### config.mk
export PLATFORM = sky130hd
export DESIGN_NAME = cew_div
export DESIGN_NICKNAME = d
export VERILOG_FILES = /design/src/sv/cew_div.sv
export SDC_FILE = /design/constraint.sdc
export NUM_CORES = 1
export LEC_CHECK = 0
export BUFFER_PORTS_ARGS = -buffer_cell sky130_fd_sc_hd__buf_2
export CORE_MARGIN = 2
export CORE_UTILIZATION = 45
export DETAILED_ROUTE_END_ITERATION = 6
export GPL_ROUTABILITY_DRIVEN = 1
export PLACE_DENSITY = 0.65
export SYNTH_ARGS = -nofsm -noshare
export SYNTH_HDL_FRONTEND = slang
export SYNTH_SLANG_ARGS = --single-unit
### constraint.sdc
create_clock -name i_clk -period 3.8 [get_ports i_clk]
set_clock_uncertainty 0.2 [all_clocks]
set_input_delay 0.19 -clock i_clk [delete_from_list [all_inputs] [get_ports i_clk]]
set_output_delay 0.19 -clock i_clk [all_outputs]
set_load 0.05 [all_outputs]
### src/sv/cew_div.sv
`default_nettype none
module cew_div #(
    parameter int NUM_W = 51,
    parameter int DEN_W = 41
) (
    input  logic             i_clk,
    input  logic             i_rst_n,
    input  logic             i_start,
    input  logic [NUM_W-1:0] i_num,
    input  logic [DEN_W-1:0] i_den,
    output logic             o_done,
    output logic [NUM_W-1:0] o_quot
);
    localparam int CntW = $clog2(NUM_W);

    logic             r_busy;
    logic             r_done;
    logic [CntW-1:0]  r_cnt;
    logic [NUM_W-1:0] r_num;
    logic [NUM_W-1:0] r_q;
    logic [DEN_W-1:0] r_rem;
    logic [DEN_W-1:0] r_den;
    logic [DEN_W:0]   rem_sh;
    logic [DEN_W:0]   rem_sub;
    logic             q_bit;

    always_comb begin
        rem_sh  = {r_rem, r_num[NUM_W-1]};
        q_bit   = rem_sh >= {1'b0, r_den};
        rem_sub = q_bit ? (rem_sh - {1'b0, r_den}) : rem_sh;
    end

    always_ff @(posedge i_clk) begin
        if (!i_rst_n) begin
            r_busy <= 1'b0;
            r_done <= 1'b0;
            r_cnt  <= '0;
        end else begin
            r_done <= 1'b0;
            if (i_start) begin
                r_busy <= 1'b1;
                r_cnt  <= '0;
            end else if (r_busy) begin
                r_cnt <= r_cnt + 1'b1;
                if (r_cnt == CntW'(NUM_W - 1)) begin
                    r_busy <= 1'b0;
                    r_done <= 1'b1;
                end
            end
        end
    end

    always_ff @(posedge i_clk) begin
        if (i_start) begin
            r_num <= i_num;
            r_den <= i_den;
            r_rem <= '0;
            r_q   <= '0;
        end else if (r_busy) begin
            r_num <= {r_num[NUM_W-2:0], 1'b0};
            r_rem <= rem_sub[DEN_W-1:0];
            r_q   <= {r_q[NUM_W-2:0], q_bit};
        end
    end

    assign o_done = r_done;
    assign o_quot = r_q;

endmodule
`default_nettype wire

After elaboration in Yosys (flattened, before gate mapping)
Cells that the tools add are included.

word-level totals
  input bits = 95
  word-level logic and storage cells = 23
  flip-flop bits (word level) = 192

operators by class
  mux-type cells = 7
  reduce and logical (&&, ||, !) cells = 3
  add/sub/neg operators = 2
  bitwise operators = 2
  equal/unequal tests = 1
  magnitude comparators = 1

operator list
  kind                 number
  $mux 51              2
  $ge 42x41->1         1
  $mux 41              1
  $sub 41x41->41       1
  $add 6x1->6 const B  1
  $eq 6x6->1 const B   1
  $mux 1               4
  $reduce_or 3->1      1
  $not 1->1            2
  $reduce_bool 2->1    1
  $reduce_or 2->1      1

Depth between registers and ports, before layout
Gate-level depths: netlist of the first run.

  depth after elaboration = 4
  mapped depth = 14
  mapped depth without buffers = 13

Worst setup path before layout of the first run
No wires, ideal clock.

  path kind = flip-flop to flip-flop
  from = register r_num[50]
  to = register r_rem[22]
  arrival time = 2.756 ns
  data required time = 3.509 ns
  buffers on the path = 0
  path slack = 0.753 ns
  cell stages (with the launch flop) = 14
  setup time = 0.091 ns
  cells stage by stage = edfxtp_1 inv_1 ha_1 inv_1 fa_1 a21o_1 a311o_1 a21oi_1 o21ai_1 a21oi_1 o221ai_1 xnor2_1 nand2_1 a311oi_1

on the way
  cells in the longest elaborated chain, start to end = 2

ends and longest elaborated chain
  element                                                line    text
  from (decl)                                            19      logic [NUM_W-1:0] r_num;
  from (signal assigned)                                 55      r_num <= i_num;
  from (signal assigned)                                 60      r_num <= {r_num[NUM_W-2:0], 1'b0};
  $sub 41x41->41 / $ge 42x41->1 (equally long branches)  30, 29
  $mux 41 (*)                                            30      rem_sub = q_bit ? (rem_sh - {1'b0, r_den}) : rem_sh;
  to (signal assigned)                                   61      r_rem <= rem_sub[DEN_W-1:0];
  to (decl)                                              21      logic [DEN_W-1:0] r_rem;

Every way passes the cells marked *; elsewhere a longest branch is shown, timed or not.
A chain may end at the register's enable or synchronous reset.

Worst setup path in the final report of the first run
  from = register r_num[50]
  to = register r_rem[30]

Same word-level chain as after synthesis.

==> qor.yml, run 1 <==
dr.pass1.iters: 6
cts_resized: 0
synth_nets: 1110
hold_viol: 0
ioPinCount: 147
port_buffers: 146
max_slew.worst_pin.slew_ns: 0.817
crit_chain: "inv_1, ha_1, inv_1, fa_1, a21o_1, a311o_1, a21oi_1, o21ai_1, a21oi_1, o41ai_1, a21boi_0, xor2_1, o22ai_1"
cts_setup_buffers: 0
final_nets: 1325
ff2ff_setup_slack_ns: 0.36
power_density_nw_per_um2: 426
rsz0062_at_grt: "false"
grt_antenna_before_repair: 0
ys_ff_latch: 192
status: "finished, final reports clean"
cts.sinks: 192
final_cell_mix: "buf_2, nor2_1, dfxtp_1"
worstSetupPathType: "reg -> reg"
clkSlewWorstSetupHoldPaths_ns: 0.08
maxCapViolCount: 0
grt_max_degree: 66
cp.arrival_ns: 3.54
num_rows: 54
drive_gt1_share_pct: 20.9
cts_tree: "built"
worst-path-buf-inv: 2
cts_buffer_depth: 2
drcViolationCount: 0
synth_cells: 971
finalCritPeriodShare_pct: 90.6
dp_slack_ns: 0.409
crit_family: "compound AO/OA/AOI/OAI gates"
netlist.area_leader.share_pct: 28.1
ys_warn_count: 0
hold_buffers: 93
crit_fanout: 3
clkLatencyLatePin_ns: 0.44
slowest_delay_ns: 0.40
ir_drop_v: 0.000252
wire_per_inst_um: 15.3
max_freq_mhz: 290
fp.dieH_um: 152
core_um2: 21600
dr.first_iter.drc_count: 405
grt_usage_pct: 19.6
end_kind: "register"
syn_to_final_growth_pct: 25.4
finalPower_uw: 5260
hold_class: "in -> reg"
ys.flop_type: "dfxtp_1"
setup_violations: 0
die-area_um2: 23100
syn_area_per_cell_um2: 10.1
synthArstFlopShare_pct: 0
tns_ns: 0
vias: 7781
grt_pass1_wl_mm: 37.7
die_w_um: 152
gr-total-overflow: 0
yosys.area.top_type: "edfxtp_1"
yosys-top-cells-area: "edfxtp_1, dfxtp_1, mux2i_1, mux2_2, ha_1"
antenna_left: 0
p_leak_uw: 0.00524
yosysSeqAreaShare_pct: 48.4
via_per_inst: 5.26
netlist_area_um2: 9840
nFillCells: 1918
antenna_cells: 0
crit_slowest_cell: "fa_1"
start_kind: "register"
synth_edf_count: 92
gp_congestion: 0.862
slew_violations: 0
postLayoutSetupSlackWorst_ns: 0.358
htree_num_levels: 4
dp_hpwl_mm: 15.0
synth.distinct_cells: 63
final_common_cell: "buf_2"
routed_wl_mm: 22.6
cts_root_buf: "clkbuf_16"
crit_required_ns: 3.90
first_global_vias: 7533
numCtsBuffers: 17
final_area_um2: 12300
slew_headroom_pct: 45.5
initial_utilization_pct: 45.5
place_area_um2: 10800
fin_crit_ns: 3.44
==> sequential cells by signal, indices dropped and copies added (netlist names) <==
signal and count:
o_done 1, o_quot 51, r_busy 1, r_cnt 6, r_den 41, r_num 51
r_rem 41
==> path summary, 6_finish.rpt <==
kind | cells after the start | to | startpoint
max | 13 | r_rem[30] | r_num[50]
min | 2 | o_quot[36] | i_start
max reg2reg | 13 | r_rem[30] | r_num[50]
min reg2reg | 2 | r_rem[1] | r_rem[1]
==> per-stage QoR <==
step                util [%]  hold WS, ns  std cells
finish                  57.1       0.0306       1479
global route            57.1       0.0356       1479
CTS                     57.1       0.0170       1479
detailed placement      49.9        0.168       1354
global placement        49.9        0.168       1354
floorplan                  -       0.0889        971
==> final cells by class <==
class / instances / area (um^2) / share of cell area, %
Sequential cell: 192 / 4770 / 38.6
Timing Repair Buffer: 249 / 1760 / 14.2
Clock inverter: 15 / 199 / 1.61
Inverter: 52 / 195 / 1.58
Multi-Input combinational cell: 674 / 4650 / 37.7
Clock buffer: 17 / 425 / 3.45
Tap cell: 280 / 350 / 2.84
==> layer usage <==
layer	routed length, um	GRT usage (%)
met4	388	5.92
met3	940	3.42
met1	10700	26.7
met5	0	0
met2	10500	32.0
==> logic make-up (layout without fill, tap and decap cells) <==
| group | Yosys count | in the layout | share of synthesized area (%) |
|---|---|---|---|
| AO/OA/AOI/OAI | 195 | 195 | 13.4 |
| XOR/XNOR | 41 | 41 | 3.65 |
| adder cells (fa/ha/maj) | 44 | 44 | 5.67 |
| buffers and inverters | 105 | 333 | 4.36 |
| flip-flops | 192 | 192 | 48.4 |
| multiplexers | 108 | 108 | 11.7 |
| AND/OR/NAND/NOR | 286 | 286 | 12.8 |
==> cells in the mapped netlist (3+ instances only) <==
| cell type | count |
|---|---|
| mux2i_1 | 57 |
| mux2_2 | 50 |
| edfxtp_1 | 92 |
| nor2b_1 | 7 |
| a211oi_1 | 6 |
| o21ai_1 | 25 |
| a211o_1 | 4 |
| a311o_1 | 3 |
| dfxtp_1 | 100 |
| nand4_1 | 19 |
| nand2b_1 | 4 |
| clkbuf_1 | 30 |
| ha_1 | 43 |
| nand3_1 | 10 |
| xor2_1 | 24 |
| nand2_1 | 94 |
| o21bai_1 | 6 |
| o21ai_0 | 13 |
| o21a_1 | 4 |
| nor3_1 | 13 |
| and2_1 | 3 |
| o211ai_1 | 6 |
| a31oi_1 | 8 |
| buf_2 | 13 |
| buf_1 | 7 |
| o22ai_1 | 4 |
| inv_1 | 51 |
| or3_1 | 7 |
| and3_1 | 6 |
| a32oi_1 | 3 |
| xnor2_1 | 17 |
| a21o_1 | 18 |
| a21oi_1 | 51 |
| a311oi_1 | 23 |
| nor2_1 | 112 |
==> where the power goes <==
group	internal, uW	switching [uW]	total, uW
clock network	911	962	1870
registers	2310	59.6	2370
logic	444	567	1010
No activity file was read; power rests on OpenSTA's default activity.
==> run 2: changes to the inputs <==
--- a/config.mk
+++ b/config.mk
@@ -5,12 +5,12 @@
 export SDC_FILE = /design/constraint.sdc
 export NUM_CORES = 1
 export LEC_CHECK = 0
+export ABC_CLOCK_PERIOD_IN_PS = 3800
 export BUFFER_PORTS_ARGS = -buffer_cell sky130_fd_sc_hd__buf_2
 export CORE_MARGIN = 2
-export CORE_UTILIZATION = 45
+export CORE_UTILIZATION = 35
 export DETAILED_ROUTE_END_ITERATION = 6
 export GPL_ROUTABILITY_DRIVEN = 1
-export PLACE_DENSITY = 0.65
 export SYNTH_ARGS = -nofsm -noshare
 export SYNTH_HDL_FRONTEND = slang
 export SYNTH_SLANG_ARGS = --single-unit
==> run 2 against run 1 <==
  * Global-route usage decreased by 3.2 points
  * Flip-flop and latch count unchanged
  * Register-to-register slack got worse by 0.04 ns
  * Setup slack got worse by 0.040 ns
  * Critical endpoint unchanged
  * Largest cell class unchanged
  * Largest power group unchanged
==> qor.yml, run 2 (synthesized netlist as in run 1, its figures left out) <==
intPower_uw: 3730  # +1.6%
crit_fanout: 3  # unchanged
fp.dieH_um: 172  # +13%
crit_required_ns: 3.89  # about the same
final_area_um2: 12500  # +1.3%
slew_headroom_pct: 46.4  # +0.81 points
crit_chain: "inv_1, ha_1, inv_1, fa_1, a21o_1, a311o_1, a21oi_1, o21ai_1, a21oi_1, o41ai_1, a21boi_0, xor2_1, o22ai_1"
antenna_cells: 0  # unchanged
grt_use_met2_pct: 26.6  # -5.4 points
antenna_left: 0  # unchanged
setup_violations: 0  # unchanged
cts_buffer_depth: 2  # unchanged
dr.pass1.iters: 4  # -2
status: "finished, final reports clean"
max_freq_mhz: 287  # -1.1%
port_buffers: 146  # unchanged
rsz0062_at_grt: "false"
end_kind: "register"
core_um2: 27700  # +28%
gp_congestion: 0.852  # -1.2%
seq_area_um2: 4770  # unchanged
hold_viol: 0  # unchanged
p_leak_uw: 0.00526  # +0.43%
swShare_pct: 29.8  # -0.41 points
maxCapViolCount: 0  # unchanged
cts.sinks: 192  # unchanged
num_rows: 61  # +13%
nFillCells: 2664  # +39%
gr-total-overflow: 0  # unchanged
cp-startpoint: "r_num[50]"
seqPwrFrac_pct: 44.8  # -0.3 points
grt_antenna_before_repair: 0  # unchanged
die_w_um: 172  # +13%
drcViolationCount: 0  # unchanged
htree_num_levels: 4  # unchanged
final_cell_mix: "buf_2, nor2_1, dfxtp_1"
critical_path.endpoint: "r_rem[30]"
use_met3_pct: 3.01  # -0.41 points
start_kind: "register"
slew_violations: 0  # unchanged
clkLatencyLatePin_ns: 0.45  # about the same
initial_utilization_pct: 35.5  # -10 points
power_density_nw_per_um2: 425  # -0.26%
worstReg2RegStart: "r_num[50]"
die-area_um2: 29500  # +28%
p_comb_share_pct: 19.0  # -0.2 points
cts_resized: 0  # unchanged
ioPinCount: 147  # unchanged
routed_wl_mm: 23.3  # +3.2%
wire_per_inst_um: 14.7  # -3.4%
first_global_vias: 7667  # +1.8%
max_slew.worst_pin.slew_ns: 0.805  # -0.0122 ns
busiest_layer: "met2"
hold_ws_ns: 0.245  # +0.214 ns
ff2ff_setup_slack_ns: 0.32  # -0.04 ns
use_met1_pct: 22.2  # -4.5 points
dp_hpwl_mm: 15.7  # +5.1%
p_switching_uw: 1580  # -0.38%
cts_root_buf: "clkbuf_16"
final_nets: 1328  # +0.23%
grt_max_degree: 68  # +3.0%
clkPwrFrac_pct: 36.2  # +0.6 points
cts_tree: "built"
rr_worst_depth: 13  # unchanged
slowest_delay_ns: 0.40  # about the same
grt_pass1_wl_mm: 38.7  # +2.5%
drive_gt1_share_pct: 21.0  # +0.11 points
crit_slowest_cell: "fa_1"
vias: 7706  # -0.96%
cts_setup_buffers: 0  # unchanged
place_area_um2: 10900  # +1.3%
numCtsBuffers: 17  # unchanged
syn_to_final_growth_pct: 27.0
hold_path_depth: 2  # unchanged
final_common_cell: "buf_2"
rr_endpoint: "r_rem[30]"
finalCritPeriodShare_pct: 91.6  # +1.0 points
tns_ns: 0  # unchanged
cp.arrival_ns: 3.57  # +0.03 ns
multiInputGateArea_um2: 4650  # unchanged
fin_crit_ns: 3.48  # +0.0399 ns
via_per_inst: 4.88  # -7.3%
grt_usage_pct: 16.4  # -3.2 points
ir_drop_v: 0.000282  # +12%
clkSlewWorstSetupHoldPaths_ns: 0.08  # about the same
worstSetupPathType: "reg -> reg"
dr.first_iter.drc_count: 376  # -7.2%
hold_class: "in -> reg"
## run 2: cell count changes in the layout (fill, tap and decap cells not counted), sizes merged
| cell | change |
|---|---|
| dlygate4sd3 | +1 |
| clkinvlp | -1 |
| bufinv | +1 |
| buf | +2 |
## run 2: cell type report
| cell class | count | share of cell area, % |
|---|---|---|
| multi-input cells | 674 | 37.2 |
| clock inverters | 15 | 1.66 |
| inverters | 52 | 1.56 |
| well taps | 378 | 3.78 |
| repair buffers | 252 | 14.2 |
| flip-flops and latches | 192 | 38.2 |
| clock buffers | 17 | 3.40 |
## run 2: critical path, delay by kind of cell, from the launching register on
family / cells / cell delay, ns
compound gates: 8 / 1.90
xor+xnor: 1 / 0.17
fa+ha+maj: 2 / 0.54
buf+inv: 2 / 0.14
flops: 1 / 0.39
## run 2: how the worst min path moves through the flow
stage,from,to,slack (ns)
after CTS,i_den[3],r_den[3],0.23
after detailed placement,i_den[5],r_den[5],0.17
after floorplan,i_den[0],r_den[0],0.09
after global placement,i_den[12],r_den[12],0.17
after global routing,i_den[5],r_den[5],0.24
final,i_den[3],r_den[3],0.24
## run 2: power groups by stage
stage | sequential, uW | combinational, uW | clock [uW]
2_1_floorplan | 2410 | 705 | 0
3_3_place_gp | 2420 | 921 | 0
3_5_place_dp | 2430 | 928 | 0
4_1_cts | 2380 | 1010 | 2000
5_1_grt | 2400 | 1130 | 2060
6_report | 2380 | 1010 | 1920
## run 2: per-stage QoR
stage	total power (uW)	worst slack [ns]	cells	util, %
floorplan	3110	0.753	971	-
detailed placement	3350	0.351	1454	39.4
global placement	3340	0.382	1454	39.4
global route	5590	0.0172	1580	45.1
finish	5310	0.318	1580	45.1
CTS	5390	0.322	1580	45.1
## run 2: per-layer routing
layer	share of wire, %	routed length, um	vias to the layer above
met5	0	0	-
met4	1.5	356	0
met3	3.7	865	24
met2	46	10800	147
met1	48	11300	3605
li1	-	-	3930
## run 2: timing repair
action	CTS	global route
hold buffers	94	0
setup endpoints to repair	0	0
hold endpoints to repair	109	0
